### src/rtl/mss_pkg.sv
// shared types and constants for the marker stream splitter
package mss_pkg;

  // default number of marker cells and held-byte slots
  localparam int TAG_MAX_DEF = 16;

  localparam int BYTE_W     = 8;
  localparam int LEN_W      = 5;
  localparam int TAG_W      = 64;
  localparam int CFG_IDX_W  = 3;
  localparam int CFG_DATA_W = 64;

  // register indexes on the configuration port
  localparam logic [CFG_IDX_W-1:0] REG_EXPECT_OPEN  = 3'd0;
  localparam logic [CFG_IDX_W-1:0] REG_OPEN_LEN     = 3'd1;
  localparam logic [CFG_IDX_W-1:0] REG_CLOSE_LEN    = 3'd2;
  localparam logic [CFG_IDX_W-1:0] REG_OPEN_TAG_LO  = 3'd3;
  localparam logic [CFG_IDX_W-1:0] REG_OPEN_TAG_HI  = 3'd4;
  localparam logic [CFG_IDX_W-1:0] REG_CLOSE_TAG_LO = 3'd5;
  localparam logic [CFG_IDX_W-1:0] REG_CLOSE_TAG_HI = 3'd6;

  // request action codes
  localparam logic ACT_DATA  = 1'b0;
  localparam logic ACT_FLUSH = 1'b1;

  // stream mode codes
  localparam logic MODE_CONTENT   = 1'b0;
  localparam logic MODE_REASONING = 1'b1;

  // settings seen by the datapath, lengths already clamped
  typedef struct packed {
    logic             expect_open;
    logic [LEN_W-1:0] open_len;
    logic [LEN_W-1:0] close_len;
  } cfg_view_t;

  // per-cycle control of one byte cell of the line
  typedef struct packed {
    logic shift;
    logic load;
  } line_ctl_t;

  // per-cycle control of the match cells
  typedef struct packed {
    logic clear;
    logic scan;
  } match_ctl_t;

endpackage

### src/rtl/mss_if.sv
// channel interfaces: input requests, released bytes, configuration writes
interface mss_in_if;
  import mss_pkg::*;
  logic              valid;
  logic              ready;
  logic              action;
  logic [BYTE_W-1:0] data_byte;
  modport source (output valid, action, data_byte, input ready);
  modport sink   (input valid, action, data_byte, output ready);
endinterface

interface mss_out_if;
  import mss_pkg::*;
  logic              valid;
  logic              ready;
  logic [BYTE_W-1:0] out_byte;
  logic              is_reasoning;
  logic              last;
  modport source (output valid, out_byte, is_reasoning, last, input ready);
  modport sink   (input valid, out_byte, is_reasoning, last, output ready);
endinterface

interface mss_cfg_if;
  import mss_pkg::*;
  logic                  valid;
  logic                  ready;
  logic [CFG_IDX_W-1:0]  index;
  logic [CFG_DATA_W-1:0] data;
  modport source (output valid, index, data, input ready);
  modport sink   (input valid, index, data, output ready);
endinterface

### src/rtl/mss_line_cell.sv
// one byte cell of the holding line, shifts toward the front on release
module mss_line_cell (
  input  logic                       clk,
  input  mss_pkg::line_ctl_t         ctl,
  input  logic [mss_pkg::BYTE_W-1:0] right_byte,
  input  logic [mss_pkg::BYTE_W-1:0] new_byte,
  output logic [mss_pkg::BYTE_W-1:0] cell_byte
);
  import mss_pkg::*;

  logic [BYTE_W-1:0] byte_r;
  logic [BYTE_W-1:0] byte_nxt;

  // take the neighbor's byte on release, or the incoming byte on append
  always_comb begin
    byte_nxt = byte_r;
    if (ctl.shift) begin
      byte_nxt = right_byte;
    end else if (ctl.load) begin
      byte_nxt = new_byte;
    end
  end

  always_ff @(posedge clk) begin
    byte_r <= byte_nxt;
  end

  assign cell_byte = byte_r;

endmodule

### src/rtl/mss_match_cell.sv
// one marker position: tracks a partial match of length CELL_IDX + 1
module mss_match_cell #(
  parameter int CELL_IDX = 0
) (
  input  logic                       clk,
  input  logic                       rst_n,
  input  mss_pkg::match_ctl_t        ctl,
  input  logic                       prev_act,
  input  logic [mss_pkg::BYTE_W-1:0] scan_byte,
  input  logic [mss_pkg::BYTE_W-1:0] tag_byte,
  input  logic [mss_pkg::LEN_W-1:0]  tag_len,
  output logic                       act,
  output logic                       hit
);
  import mss_pkg::*;

  logic act_r;
  logic act_nxt;
  logic in_rng;

  // cell only takes part when it lies inside the current marker
  assign in_rng = int'(tag_len) > CELL_IDX;

  // neighbor matched one byte shorter and this byte continues the marker
  assign hit = prev_act && in_rng && (scan_byte == tag_byte);

  always_comb begin
    act_nxt = act_r;
    if (ctl.clear) begin
      act_nxt = 1'b0;
    end else if (ctl.scan) begin
      act_nxt = hit;
    end
  end

  always_ff @(posedge clk) begin
    if (!rst_n) begin
      act_r <= 1'b0;
    end else begin
      act_r <= act_nxt;
    end
  end

  assign act = act_r;

endmodule

### src/rtl/mss_cfg.sv
// configuration registers, clamped marker lengths and marker byte lanes
module mss_cfg #(
  parameter int TAG_MAX = mss_pkg::TAG_MAX_DEF
) (
  input  logic                       clk,
  input  logic                       rst_n,
  mss_cfg_if.sink                    cfg_chan,
  output mss_pkg::cfg_view_t         view,
  output logic [mss_pkg::BYTE_W-1:0] open_byte  [TAG_MAX],
  output logic [mss_pkg::BYTE_W-1:0] close_byte [TAG_MAX]
);
  import mss_pkg::*;

  localparam int LEN_CAP   = (TAG_MAX < 31) ? TAG_MAX : 31;
  localparam int TAG_BYTES = TAG_W / BYTE_W;

  logic             expect_open_r;
  logic [LEN_W-1:0] open_len_r;
  logic [LEN_W-1:0] close_len_r;
  logic [TAG_W-1:0] open_lo_r;
  logic [TAG_W-1:0] open_hi_r;
  logic [TAG_W-1:0] close_lo_r;
  logic [TAG_W-1:0] close_hi_r;

  function automatic logic [LEN_W-1:0] eff_len(input logic [LEN_W-1:0] len);
    return (int'(len) > LEN_CAP) ? LEN_W'(LEN_CAP) : len;
  endfunction

  assign cfg_chan.ready = 1'b1;

  // register writes, unknown indexes are dropped
  always_ff @(posedge clk) begin
    if (!rst_n) begin
      expect_open_r <= 1'b0;
      open_len_r    <= '0;
      close_len_r   <= '0;
      open_lo_r     <= '0;
      open_hi_r     <= '0;
      close_lo_r    <= '0;
      close_hi_r    <= '0;
    end else if (cfg_chan.valid) begin
      unique case (cfg_chan.index)
        REG_EXPECT_OPEN:  expect_open_r <= cfg_chan.data[0];
        REG_OPEN_LEN:     open_len_r    <= cfg_chan.data[LEN_W-1:0];
        REG_CLOSE_LEN:    close_len_r   <= cfg_chan.data[LEN_W-1:0];
        REG_OPEN_TAG_LO:  open_lo_r     <= cfg_chan.data;
        REG_OPEN_TAG_HI:  open_hi_r     <= cfg_chan.data;
        REG_CLOSE_TAG_LO: close_lo_r    <= cfg_chan.data;
        REG_CLOSE_TAG_HI: close_hi_r    <= cfg_chan.data;
        default: ;
      endcase
    end
  end

  assign view.expect_open = expect_open_r;
  assign view.open_len    = eff_len(open_len_r);
  assign view.close_len   = eff_len(close_len_r);

  // marker byte per cell, bytes past the two registers read as zero
  for (genvar k = 0; k < TAG_MAX; k++) begin : g_lane
    if (k < TAG_BYTES) begin : g_lo
      assign open_byte[k]  = open_lo_r[k*BYTE_W +: BYTE_W];
      assign close_byte[k] = close_lo_r[k*BYTE_W +: BYTE_W];
    end else if (k < 2 * TAG_BYTES) begin : g_hi
      assign open_byte[k]  = open_hi_r[(k-TAG_BYTES)*BYTE_W +: BYTE_W];
      assign close_byte[k] = close_hi_r[(k-TAG_BYTES)*BYTE_W +: BYTE_W];
    end else begin : g_zero
      assign open_byte[k]  = '0;
      assign close_byte[k] = '0;
    end
  end

endmodule

### src/rtl/marker_stream_splitter.sv
// top level: byte line, marker match cells and release sequencer
// A data request with L buffered bytes (held bytes plus the new one, L <= TAG_MAX)
// is worked off in the line: the line scans one byte and releases one byte
// per cycle while the output can take it, and a dropped marker leaves the line
// one byte per cycle. A flush releases every held byte. One request at a time.
// Synchronous reset clears counters, handshakes and settings and puts the mode
// in reasoning; held bytes are tracked by a count, so there is no clearing pass.
module marker_stream_splitter #(
  parameter int TAG_MAX = mss_pkg::TAG_MAX_DEF
) (
  input  logic       clk,
  input  logic       rst_n,
  mss_in_if.sink     in_chan,
  mss_out_if.source  out_chan,
  mss_cfg_if.sink    cfg_chan
);
  import mss_pkg::*;

  localparam int CNT_W = $clog2(TAG_MAX + 1);
  localparam int CMP_W = (CNT_W > LEN_W) ? CNT_W : LEN_W;

  typedef enum logic {
    ST_IDLE,
    ST_RUN
  } state_t;

  state_t            state_r, state_nxt;
  logic [CNT_W-1:0]  len_r, len_nxt;
  logic [CNT_W-1:0]  q_r, q_nxt;
  logic              reas_mode_r, reas_mode_nxt;
  logic              mark_r, mark_nxt;
  logic              flush_r, flush_nxt;
  logic              stg_v_r, stg_v_nxt;
  logic              out_v_r, out_v_nxt;
  logic [BYTE_W-1:0] stg_byte_r;
  logic              stg_reas_r;
  logic [BYTE_W-1:0] out_byte_r;
  logic              out_reas_r;
  logic              out_last_r;

  cfg_view_t         view;
  logic [BYTE_W-1:0] open_byte  [TAG_MAX];
  logic [BYTE_W-1:0] close_byte [TAG_MAX];
  logic [BYTE_W-1:0] tag_sel    [TAG_MAX];
  logic [BYTE_W-1:0] line_byte  [TAG_MAX];
  line_ctl_t         lctl       [TAG_MAX];
  logic [TAG_MAX-1:0] act;
  logic [TAG_MAX-1:0] hit;
  match_ctl_t        mctl;

  logic [LEN_W-1:0]  tl;
  logic [CMP_W-1:0]  tl_c;
  logic [CMP_W-1:0]  q_c;
  logic [BYTE_W-1:0] scan_byte;
  logic              front_act;
  logic              pop_need;
  logic              full;
  logic              skip_close;
  logic              in_acc;
  logic              load_en;
  logic              can_emit;
  logic              emit_ok;
  logic              pop;
  logic              do_emit;
  logic              scan;
  logic              fin;
  logic              fin_move;
  logic              match_clear;

  // settings
  mss_cfg #(
    .TAG_MAX (TAG_MAX)
  ) u_cfg (
    .clk        (clk),
    .rst_n      (rst_n),
    .cfg_chan   (cfg_chan),
    .view       (view),
    .open_byte  (open_byte),
    .close_byte (close_byte)
  );

  // marker being sought in the current mode
  assign tl         = reas_mode_r ? view.close_len : view.open_len;
  assign tl_c       = CMP_W'(tl);
  assign q_c        = CMP_W'(q_r);
  assign skip_close = (reas_mode_r == MODE_REASONING) && (view.close_len == '0);

  assign in_acc  = in_chan.valid && in_chan.ready;
  assign load_en = in_acc && (in_chan.action == ACT_DATA);

  assign mctl.clear = match_clear;
  assign mctl.scan  = scan;

  // row of cells: one line byte and one match position each
  for (genvar k = 0; k < TAG_MAX; k++) begin : g_cell
    logic              prev_act;
    logic [BYTE_W-1:0] right_byte;

    assign tag_sel[k] = reas_mode_r ? close_byte[k] : open_byte[k];

    if (k == 0) begin : g_first
      assign prev_act = 1'b1;
    end else begin : g_chain
      assign prev_act = act[k-1];
    end

    if (k == TAG_MAX - 1) begin : g_tail
      assign right_byte = line_byte[k];
    end else begin : g_body
      assign right_byte = line_byte[k+1];
    end

    assign lctl[k].shift = pop;
    assign lctl[k].load  = load_en && (len_r == CNT_W'(k));

    mss_line_cell u_line (
      .clk        (clk),
      .ctl        (lctl[k]),
      .right_byte (right_byte),
      .new_byte   (in_chan.data_byte),
      .cell_byte  (line_byte[k])
    );

    mss_match_cell #(
      .CELL_IDX (k)
    ) u_match (
      .clk       (clk),
      .rst_n     (rst_n),
      .ctl       (mctl),
      .prev_act  (prev_act),
      .scan_byte (scan_byte),
      .tag_byte  (tag_sel[k]),
      .tag_len   (tl),
      .act       (act[k]),
      .hit       (hit[k])
    );
  end

  // next unscanned byte, liveness of the oldest pending byte, full marker hit
  always_comb begin
    scan_byte = '0;
    front_act = 1'b0;
    full      = 1'b0;
    for (int j = 0; j < TAG_MAX; j++) begin
      if (q_r == CNT_W'(j)) begin
        scan_byte = line_byte[j];
      end
      if (q_r == CNT_W'(j + 1)) begin
        front_act = act[j];
      end
      if (tl_c == CMP_W'(j + 1)) begin
        full = hit[j];
      end
    end
  end

  // a pending byte at the front that starts no live partial match goes out
  assign pop_need = (q_r != '0) && !front_act;

  assign can_emit = !out_v_r || out_chan.ready;
  assign emit_ok  = !stg_v_r || can_emit;

  // release sequencer
  always_comb begin
    state_nxt     = state_r;
    len_nxt       = len_r;
    q_nxt         = q_r;
    reas_mode_nxt = reas_mode_r;
    mark_nxt      = mark_r;
    flush_nxt     = flush_r;
    stg_v_nxt     = stg_v_r;
    out_v_nxt     = out_v_r && !out_chan.ready;
    pop           = 1'b0;
    do_emit       = 1'b0;
    scan          = 1'b0;
    fin           = 1'b0;
    fin_move      = 1'b0;
    match_clear   = 1'b0;
    unique case (state_r)
      ST_IDLE: begin
        if (in_acc) begin
          state_nxt   = ST_RUN;
          flush_nxt   = (in_chan.action == ACT_FLUSH);
          q_nxt       = '0;
          mark_nxt    = 1'b0;
          match_clear = 1'b1;
          if (in_chan.action == ACT_DATA) begin
            len_nxt = len_r + CNT_W'(1);
          end
        end
      end
      ST_RUN: begin
        if (flush_r) begin
          // flush: release every held byte
          do_emit = (len_r != '0) && emit_ok;
          pop     = do_emit;
          fin     = (len_r == '0);
        end else if (mark_r) begin
          // marker found: release bytes before it, then drop the marker
          if (q_c > tl_c) begin
            do_emit = emit_ok;
            pop     = do_emit;
          end else begin
            pop = 1'b1;
            if (q_r == CNT_W'(1)) begin
              reas_mode_nxt = !reas_mode_r;
              mark_nxt      = 1'b0;
            end
          end
        end else begin
          // scan one byte and release one byte per cycle while the output can take it
          do_emit = pop_need && emit_ok;
          pop     = do_emit;
          scan    = (q_r < len_r) && !skip_close;
          if ((q_r < len_r) && skip_close) begin
            reas_mode_nxt = MODE_CONTENT;
          end
          fin = (q_r == len_r) && !pop_need;
          if (scan && full) begin
            mark_nxt    = 1'b1;
            match_clear = 1'b1;
          end
        end
        len_nxt = len_r - CNT_W'(pop);
        q_nxt   = q_r - CNT_W'(pop && !flush_r) + CNT_W'(scan);
        if (do_emit) begin
          stg_v_nxt = 1'b1;
        end
        // end of request: last byte goes out tagged, flush restores the start mode
        if (fin && (!stg_v_r || can_emit)) begin
          fin_move  = stg_v_r;
          stg_v_nxt = 1'b0;
          state_nxt = ST_IDLE;
          if (flush_r) begin
            reas_mode_nxt = !view.expect_open;
          end
        end
      end
      default: state_nxt = ST_IDLE;
    endcase
    if ((do_emit && stg_v_r) || fin_move) begin
      out_v_nxt = 1'b1;
    end
  end

  // state and registered outputs
  always_ff @(posedge clk) begin
    if (!rst_n) begin
      state_r     <= ST_IDLE;
      len_r       <= '0;
      q_r         <= '0;
      reas_mode_r <= MODE_REASONING;
      mark_r      <= 1'b0;
      flush_r     <= 1'b0;
      stg_v_r     <= 1'b0;
      out_v_r     <= 1'b0;
    end else begin
      state_r     <= state_nxt;
      len_r       <= len_nxt;
      q_r         <= q_nxt;
      reas_mode_r <= reas_mode_nxt;
      mark_r      <= mark_nxt;
      flush_r     <= flush_nxt;
      stg_v_r     <= stg_v_nxt;
      out_v_r     <= out_v_nxt;
    end
    if (do_emit) begin
      stg_byte_r <= line_byte[0];
      stg_reas_r <= reas_mode_r;
    end
    if ((do_emit && stg_v_r) || fin_move) begin
      out_byte_r <= stg_byte_r;
      out_reas_r <= stg_reas_r;
      out_last_r <= fin_move;
    end
  end

  assign in_chan.ready         = (state_r == ST_IDLE);
  assign out_chan.valid        = out_v_r;
  assign out_chan.out_byte     = out_byte_r;
  assign out_chan.is_reasoning = out_reas_r;
  assign out_chan.last         = out_last_r;

  // scanned bytes never run past the line contents
  a_q_in_line: assert property (@(posedge clk) disable iff (!rst_n)
    q_r <= len_r)
    else $error("scan position past line end");

  // line never holds more than one marker's worth of bytes
  a_len_cap: assert property (@(posedge clk) disable iff (!rst_n)
    len_r <= CNT_W'(TAG_MAX))
    else $error("line overflow");

  // a new request is only taken once the staged byte has gone out
  a_idle_stage: assert property (@(posedge clk) disable iff (!rst_n)
    (state_r == ST_IDLE) |-> !stg_v_r)
    else $error("staged byte left behind at end of request");

  // a data request appends exactly one byte to the line
  a_append: assert property (@(posedge clk) disable iff (!rst_n)
    load_en |=> (len_r == $past(len_r) + CNT_W'(1)))
    else $error("data request did not append its byte");

  // an empty flush with nothing staged finishes at once
  a_flush_done: assert property (@(posedge clk) disable iff (!rst_n)
    ((state_r == ST_RUN) && flush_r && (len_r == '0) && !stg_v_r) |=>
      (state_r == ST_IDLE))
    else $error("empty flush did not finish");

endmodule

### src/flat_wrapper.sv
// flat-port wrapper written by rule: the top's interface ports become plain ports
module marker_stream_splitter_flat import mss_pkg::*;
#(
  parameter int TAG_MAX = mss_pkg::TAG_MAX_DEF
)
  (clk, rst_n, in_chan_valid, in_chan_action, in_chan_data_byte, in_chan_ready, out_chan_valid, out_chan_out_byte, out_chan_is_reasoning, out_chan_last, out_chan_ready, cfg_chan_valid, cfg_chan_index, cfg_chan_data, cfg_chan_ready);
  mss_in_if in_chan_i ();
  mss_out_if out_chan_i ();
  mss_cfg_if cfg_chan_i ();
  input  logic clk;
  input  logic rst_n;
  input wire logic [$bits(in_chan_i.valid)-1:0] in_chan_valid;
  input wire logic [$bits(in_chan_i.action)-1:0] in_chan_action;
  input wire logic [$bits(in_chan_i.data_byte)-1:0] in_chan_data_byte;
  output wire logic [$bits(in_chan_i.ready)-1:0] in_chan_ready;
  output wire logic [$bits(out_chan_i.valid)-1:0] out_chan_valid;
  output wire logic [$bits(out_chan_i.out_byte)-1:0] out_chan_out_byte;
  output wire logic [$bits(out_chan_i.is_reasoning)-1:0] out_chan_is_reasoning;
  output wire logic [$bits(out_chan_i.last)-1:0] out_chan_last;
  input wire logic [$bits(out_chan_i.ready)-1:0] out_chan_ready;
  input wire logic [$bits(cfg_chan_i.valid)-1:0] cfg_chan_valid;
  input wire logic [$bits(cfg_chan_i.index)-1:0] cfg_chan_index;
  input wire logic [$bits(cfg_chan_i.data)-1:0] cfg_chan_data;
  output wire logic [$bits(cfg_chan_i.ready)-1:0] cfg_chan_ready;
  assign in_chan_i.valid = in_chan_valid;
  assign in_chan_i.action = in_chan_action;
  assign in_chan_i.data_byte = in_chan_data_byte;
  assign in_chan_ready = in_chan_i.ready;
  assign out_chan_valid = out_chan_i.valid;
  assign out_chan_out_byte = out_chan_i.out_byte;
  assign out_chan_is_reasoning = out_chan_i.is_reasoning;
  assign out_chan_last = out_chan_i.last;
  assign out_chan_i.ready = out_chan_ready;
  assign cfg_chan_i.valid = cfg_chan_valid;
  assign cfg_chan_i.index = cfg_chan_index;
  assign cfg_chan_i.data = cfg_chan_data;
  assign cfg_chan_ready = cfg_chan_i.ready;
  marker_stream_splitter #(.TAG_MAX(TAG_MAX)) u_core (.clk(clk), .rst_n(rst_n), .in_chan(in_chan_i), .out_chan(out_chan_i), .cfg_chan(cfg_chan_i));
endmodule
### config.mk
export PLATFORM = sky130hd
export DESIGN_NAME = marker_stream_splitter_flat
export DESIGN_NICKNAME = d
export VERILOG_FILES = /design/src/rtl/mss_pkg.sv /design/src/rtl/mss_if.sv /design/src/rtl/mss_line_cell.sv /design/src/rtl/mss_match_cell.sv /design/src/rtl/mss_cfg.sv /design/src/rtl/marker_stream_splitter.sv /design/src/flat_wrapper.sv
export SDC_FILE = /design/constraint.sdc
export NUM_CORES = 1
export LEC_CHECK = 0
export BUFFER_PORTS_ARGS = -buffer_cell sky130_fd_sc_hd__buf_2
export CAP_MARGIN = 20
export CORE_MARGIN = 5
export CORE_UTILIZATION = 57
export CTS_CLUSTER_SIZE = 40
export DETAILED_ROUTE_END_ITERATION = 12
export PLACE_DENSITY_LB_ADDON = 0.15
export SETUP_SLACK_MARGIN = 0.05
export SLEW_MARGIN = 20
export SYNTH_ARGS = -nofsm -noshare
export SYNTH_HDL_FRONTEND = slang
export SYNTH_HIERARCHICAL = 1
export SYNTH_SLANG_ARGS = --single-unit
### constraint.sdc
create_clock -name clk -period 5.8 [get_ports clk]
set_input_delay 1.16 -clock clk [delete_from_list [all_inputs] [get_ports clk]]
set_output_delay 1.16 -clock clk [all_outputs]
set_load 0.05 [all_outputs]
---- Word level (Yosys, flattened, before mapping) ----
Index checks and enable logic that the tools add are counted.
cells by class
  multiplexer cells ....................... 144
  bitwise logic cells ..................... 4
  add/subtract/negate cells ............... 4
  equal/unequal tests ..................... 73
  reduce and logical (&&, ||, !) cells .... 108
  $lt $le $gt $ge ......................... 20
operators with widths
  operator                                                                          count
  8-bit two-way mux                                                                 62
  8-bit == test                                                                     16
  5-bit by 4-bit == test with 1-bit output (second input constant)                  24
  1-bit two-way mux                                                                 71
  1-bit logical AND                                                                 61
  5-bit by 3-bit == test with 1-bit output (second input constant)                  12
  5-bit by 4-bit greater-than comparator with 1-bit output (second input constant)  8
  2-bit nonzero test                                                                16
  5-bit by 2-bit == test with 1-bit output (second input constant)                  6
  5-bit two-way mux                                                                 6
  2-bit AND reduction                                                               12
  5-bit by 3-bit greater-than comparator with 1-bit output (second input constant)  4
  5-bit case mux with 2 select lines                                                2
  5-bit by 1-bit == test with 1-bit output (second input constant)                  3
  5-bit zero test                                                                   3
  5-bit == test (second input constant)                                             2
  5-bit by 1-bit greater-than comparator with 1-bit output (second input constant)  2
  5-bit by 2-bit greater-than comparator with 1-bit output (second input constant)  2
  5-bit greater-than comparator (second input constant)                             2
  5-bit nonzero test                                                                2
  5-bit by 1-bit subtractor with 5-bit output                                       2
  3-bit == test (second input constant)                                             3
  1-bit zero test                                                                   9
  3-bit by 2-bit == test with 1-bit output (second input constant)                  2
  other kinds (12)                                                                  21
word-level totals
  word-level logic and storage cells ...... 405
  input bits .............................. 81
  register bits after elaboration ......... 446
  output and inout bits ................... 13

---- Depth between registers and ports, before layout ----
  depth after elaboration ................. 41
  depth in mapped cells ................... 24

---- Cells and area by module ----
Netlist, hierarchy kept.
by module, submodules not included
  module                                          area each (um2)  cells each  seq. area each (um2)  times used
  mss_cfg                                         9914.5           952         5345.1                1
  mss_line_cell                                   377.9            18          240.2                 16
  marker_stream_splitter                          5676.7           682         890.9                 1
  mss_match_cell (u_core.g_cell[14].u_match ...)  158.9            18          20.0                  3
  mss_match_cell (u_core.g_cell[12].u_match)      177.7            21          20.0                  1
  mss_match_cell (u_core.g_cell[4].u_match)       176.4            22          20.0                  1
  mss_match_cell (u_core.g_cell[9].u_match)       175.2            21          20.0                  1
  mss_match_cell (u_core.g_cell[10].u_match)      170.2            20          20.0                  1
  mss_match_cell (u_core.g_cell[11].u_match)      170.2            17          20.0                  1
  mss_match_cell (u_core.g_cell[5].u_match)       163.9            17          20.0                  1
  mss_match_cell (u_core.g_cell[1].u_match)       162.7            17          20.0                  1
  mss_match_cell (u_core.g_cell[3].u_match)       161.4            17          20.0                  1
  mss_match_cell (u_core.g_cell[7].u_match)       161.4            16          20.0                  1
  mss_match_cell (u_core.g_cell[0].u_match)       157.7            19          20.0                  1
  3 more rows                                     -                -           -                     -

---- Worst setup path after synthesis ----
OpenSTA, ideal clock, no wires.
  path type ............................... register to register
  from .................................... register u_core.q_r[3], in the netlist u_core/q_c[3]
  to ...................................... register u_core.g_cell[15].u_match.act_r
  required time ........................... 5.684 ns
  clock period less this slack ............ 5.987 ns
  cell stages (with the launch flop) ...... 23
  path slack .............................. -0.187 ns
  arrival time ............................ 5.871 ns
  buffers on the path ..................... 2
  cells stage by stage .................... dfxtp_1 inv_1 ha_1 clkbuf_1 clkbuf_1 a31oi_1 nor2_1 a221oi_1 o21ai_0 a222oi_1 o21ai_0 xor2_1 nor4_4 nand2_1 nor2_1 a21oi_1 nor4_1 o211ai_1 a21oi_1 o21ai_0 o21ai_0 nor4bb_1 a41o_1
on the way
  elaborated cells on any way between the ends .. 92
RTL lines
  element                                line                           text
  from (decl)                            marker_stream_splitter.sv:29   logic [CNT_W-1:0] q_r, q_nxt;
  from (signal assigned)                 marker_stream_splitter.sv:260  q_r <= q_nxt;
  5-bit zero test                        marker_stream_splitter.sv:145  if (q_r == CNT_W'(j)) begin
  8-bit two-way mux (15 in series)       marker_stream_splitter.sv:145
  8-bit two-way mux *                    marker_stream_splitter.sv:145
  net u_core.scan_byte[6]                marker_stream_splitter.sv:54   logic [BYTE_W-1:0] scan_byte;
  8-bit == test *                        mss_match_cell.sv:25           assign hit = prev_act && in_rng && (scan_byte == tag_byte);
  1-bit logical AND *                    mss_match_cell.sv:25
  net u_core.hit[4]                      marker_stream_splitter.sv:48   logic [TAG_MAX-1:0] hit;
  1-bit two-way mux * (12 in series)     marker_stream_splitter.sv:151  if (tl_c == CMP_W'(j + 1)) begin
  1-bit logical AND *                    marker_stream_splitter.sv:219  if (scan && full) begin
  1-bit two-way mux *                    marker_stream_splitter.sv:219
  1-bit two-way mux *                    marker_stream_splitter.sv:198  end else if (mark_r) begin
  1-bit two-way mux *                    marker_stream_splitter.sv:193  if (flush_r) begin
  1-bit case mux with 2 select lines *   marker_stream_splitter.sv:179  unique case (state_r)
  net u_core.match_clear                 marker_stream_splitter.sv:68   logic match_clear;
  2-bit OR reduction (no source line) *  -
  to (signal assigned)                   mss_match_cell.sv:40           act_r <= act_nxt;
  to (decl)                              mss_match_cell.sv:17           logic act_r;
The timed path passes the listed nets; every way through them passes the cells marked *. The select of a mux whose other input is x is not followed.
A chain may end at the register's enable or synchronous reset.

---- Worst setup path in the final report ----
  from .................................... register u_core.q_r[3], in the netlist u_core/q_c[3]
  to ...................................... register u_core.g_cell[7].u_match.act_r
on the way
  elaborated cells on any way between the ends .. 92
RTL lines
  element                                line
  5-bit zero test                        marker_stream_splitter.sv:145
  8-bit two-way mux (15 in series)       marker_stream_splitter.sv:145
  8-bit two-way mux *                    marker_stream_splitter.sv:145
  net u_core.scan_byte[7]                marker_stream_splitter.sv:54
  8-bit == test *                        mss_match_cell.sv:25
  1-bit logical AND *                    mss_match_cell.sv:25
  net u_core.hit[10]                     marker_stream_splitter.sv:48
  1-bit two-way mux * (6 in series)      marker_stream_splitter.sv:151
  1-bit logical AND *                    marker_stream_splitter.sv:219
  1-bit two-way mux *                    marker_stream_splitter.sv:219
  1-bit two-way mux *                    marker_stream_splitter.sv:198
  1-bit two-way mux *                    marker_stream_splitter.sv:193
  1-bit case mux with 2 select lines *   marker_stream_splitter.sv:179
  net u_core.match_clear                 marker_stream_splitter.sv:68
  2-bit OR reduction (no source line) *  -
  to (signal assigned)                   mss_match_cell.sv:40
  to (decl)                              mss_match_cell.sv:17
Marked as above.

==> results.txt <==
Ports: 94
CP max-delay cell: o22ai_2
CTS Root Cell: clkbuf_16
VDD IR max: 393 µV
Fin crit period: 5.31 ns
Final HPWL from detailed placement: 43.5 mm
Final Cell Area: 0.0266 mm²
Syn_area_per_cell: 10.9 µm²
Worst-Margin Slew: 1.04 ns
Cells taking the most area after synthesis: dfxtp_1 (25%), edfxtp_1 (18%), mux2i_1 (12%)
Cells after Synth: 2,215
Top cell type's share of synthesized area: 24.7%
Detailed-route wire length per cell: 21.9 µm
Synth Cell Area: 0.0242 mm²
Area growth syn-to-layout: 9.76%
Cell family with most CP delay: compound AO/OA/AOI/OAI gates
Slowest Stage Delay on Critical Path: 0.50 ns
Slew headroom: 30.7%
Cell Area, Placed: 0.0250 mm²
Final Hold Viols: 0
IO Port Bufs: 92
Max-Cap Viols: 0
Synth warn: 6
Share of the yosys chip area belonging to registers: 42.9%
Vias in the first global route: 17,005
Sequential power share: 29.5%
Fin. max-slew vios: 0
Data arrival time of the critical path: 5.78 ns
Register bit total from synthesis: 446
Number of placement rows: 75
Number of CTS-inserted buffers: 47
Clk buf depth: 3
Post-synth EDFFs: 147
RePlAce Congestion: 0.931
Setup violations, final: 0
Most frequent CP cell: a21oi_1
Pwr Density: 520 mW/mm²
Die area: 0.0468 mm²
Highest clock rate: 188 MHz
Status: finished clean
Worst path buffer plus inverter count: 3
Setup crit end kind: flip-flop
DRC viols: 0
Most instantiated cells after synthesis: nand2_1 (390), dfxtp_1 (299), mux2i_1 (290), edfxtp_1 (147), mux2_2 (135)
Routed vias/inst: 5.92
Post-synth top area cell: dfxtp_1
Antenna diodes: 0
Clock Latency Late Sink: 0.57 ns
Critical Path Fanout Max: 15
Type of the worst min-delay path: flip-flop to flip-flop
Setup Skew: 0.00880 ns
Hold-fix buffers at CTS: 0
Fillers: 3,402
Final std cells w/o fill: 2,853
Die extent in y: 216 µm
Via count: 16,892
Wirelength, routed: 62.6 mm
Nets: 2,382
Main synth FF type: dfxtp_1
Leak: 11.7 nW
RSZ-0062 raised after global routing: no
Post-synth ARST share: 0%
Initial core utilization: 57.7%
Core ar.: 0.0420 mm²
Drt initial violations: 1,465
Synth cell types: 97
Critical path cell sequence: inv_1, ha_2, nor2b_1, a31o_2, a22oi_1, a21oi_1, a221o_1, a21oi_1, o22ai_2, buf_4, xor2_1, nor4_2, nand3_1, nor3b_2, mux2i_1, o21ai_0, a32oi_1, a21oi_1, o21ai_0, o21ai_1, buf_4, nor4bb_1, a41o_1
Share of cells above drive strength 1: 24.2%
Switching part of the total: 39.8%
Sw Pwr: 5.51 mW
Mapped Nets: 2,320
Number of gates resized after cts: 0
GRT Total Usage: 26.0%
Tcrit/Tclk final: 91.6%
Fin Setup TNS: 0 ns
Post-CTS Setup Inserts: 0
H-tree Lvls: 2
Grt ovf: 0
Drt pass-1 iters: 5
TritonCTS clock tree: done
Clk pwr share: 22.6%
WS Path Type: flip-flop to flip-flop
First-pass GRT wire length: 97.9 mm
Largest net degree at the start of global routing: 171
Clock slew at the register clock pins of the worst setup and hold paths: 0.06 ns
CP required: 6.27 ns
Logic pwr share: 47.9%
Most frequent cell after synthesis: nand2_1
Die width: 216 µm
Antenna-violating nets left: 0
Setup crit start kind: flip-flop
Power Internal: 8.33 mW
Initial antenna violation count: 0
Cells after DPL: 2,766
Num Clock Sinks: 446
-- final cells by class --
cell class | instances | area (µm²) | share of cell area (%)
Sequential cell | 446 | 10400 | 39.1
Multi-Input combinational cell | 1604 | 12800 | 48.3
Tap cell | 539 | 674 | 2.53
Inverter | 30 | 113 | 0.423
Timing Repair Buffer | 148 | 953 | 3.58
Clock inverter | 24 | 255 | 0.959
Clock buffer | 62 | 1360 | 5.11
-- power groups by stage --
stage | sequential [mW] | combinational [mW] | clock, mW
5_1_grt | 4.11 | 7.08 | 3.33
4_1_cts | 4.07 | 6.57 | 3.20
3_5_place_dp | 4.13 | 6.52 | 0
6_report | 4.08 | 6.63 | 3.13
2_1_floorplan | 3.99 | 4.85 | 0
3_3_place_gp | 4.12 | 6.46 | 0
-- state kept, by name (all words and copies together) (netlist names), 5 cells and up --
| register | flops |
|---|---|
| u_core/u_cfg/close_len_r | 5 |
| u_core/g_cell.u_match/act | 16 |
| u_core/u_cfg/close_hi_r | 64 |
| u_core/u_cfg/open_hi_r | 64 |
| u_core/out_chan.out_byte | 8 |
| u_core/q_c | 5 |
| u_core/u_cfg/open_len_r | 5 |
| u_core/len_r | 5 |
| u_core/stg_byte_r | 8 |
| u_core/u_cfg/close_lo_r | 64 |
| u_core/g_cell.u_line/cell_byte | 128 |
| u_core/u_cfg/open_lo_r | 64 |
-- worst paths after layout --
check                             from                           end  slack (ns)  cells past startpoint
setup / recovery         u_core/q_c[3]  u_core/g_cell[7].u_match/act        0.49                     23
hold / removal    u_core/stg_byte_r[7]   u_core/out_chan.out_byte[7]        0.41                      0
setup reg to reg         u_core/q_c[3]  u_core/g_cell[7].u_match/act        0.49                     23
hold reg to reg   u_core/stg_byte_r[7]   u_core/out_chan.out_byte[7]        0.41                      0
-- cell families after synthesis --
logic type	count (synthesis)	share of synthesized area, %
AO/OA/AOI/OAI	211	5.90
XOR/XNOR	135	4.91
adder cells (fa/ha/maj)	24	1.30
buffers and inverters	165	4.30
flip-flops	446	42.9
multiplexers	556	26.5
other	2	0.0310
AND/OR/NAND/NOR	676	14.2
-- through the flow --
step	power, mW	utilization [%]	hold slack (ns)	setup WS [ns]
6_report	13.8	63.3	0.414	0.489
5_1_grt	14.5	63.3	0.421	0.129
4_1_cts	13.8	63.2	0.415	0.467
3_5_place_dp	10.6	59.4	0.405	0.515
3_3_place_gp	10.6	59.4	0.403	0.497
2_1_floorplan	8.84	-	0.400	0.195
-- per-layer routing --
metal,global-route usage (%),wire (µm)
met1,37.3,28800
met2,40.7,28100
met5,0,0
met3,4.62,4040
met4,7.76,1650
-- placed cells by master, fill, tap and decap left out, types with 14 or more instances in the layout --
cell type / n
a21oi_1: 64
nor4_2: 14
or2_1: 17
mux2_2: 135
buf_4: 51
nand2b_1: 30
inv_1: 28
and3_1: 17
clkbuf_16: 51
mux2_4: 128
buf_2: 91
nor2b_1: 25
ha_1: 21
nor2_1: 46
nand2_1: 390
o21ai_0: 25
dfxtp_1: 296
nand3_1: 21
nand4_1: 15
xnor2_1: 32
nor3_1: 18
mux2i_1: 290
xor2_1: 102
edfxtp_1: 147
-- worst reg2reg max path: stages (launching register included) --
cell	delay [ns]
dfxtp_1	0.38
inv_1	0.14
ha_2	0.38
nor2b_1	0.31
a31o_2	0.15
a22oi_1	0.07
a21oi_1	0.27
a221o_1	0.21
a21oi_1	0.10
o22ai_2	0.50
buf_4	0.31
xor2_1	0.11
nor4_2	0.35
nand3_1	0.14
nor3b_2	0.23
mux2i_1	0.10
o21ai_0	0.29
a32oi_1	0.15
a21oi_1	0.19
o21ai_0	0.11
o21ai_1	0.19
buf_4	0.21
nor4bb_1	0.07
a41o_1	0.25
No activity file was read; power rests on OpenSTA's default activity.
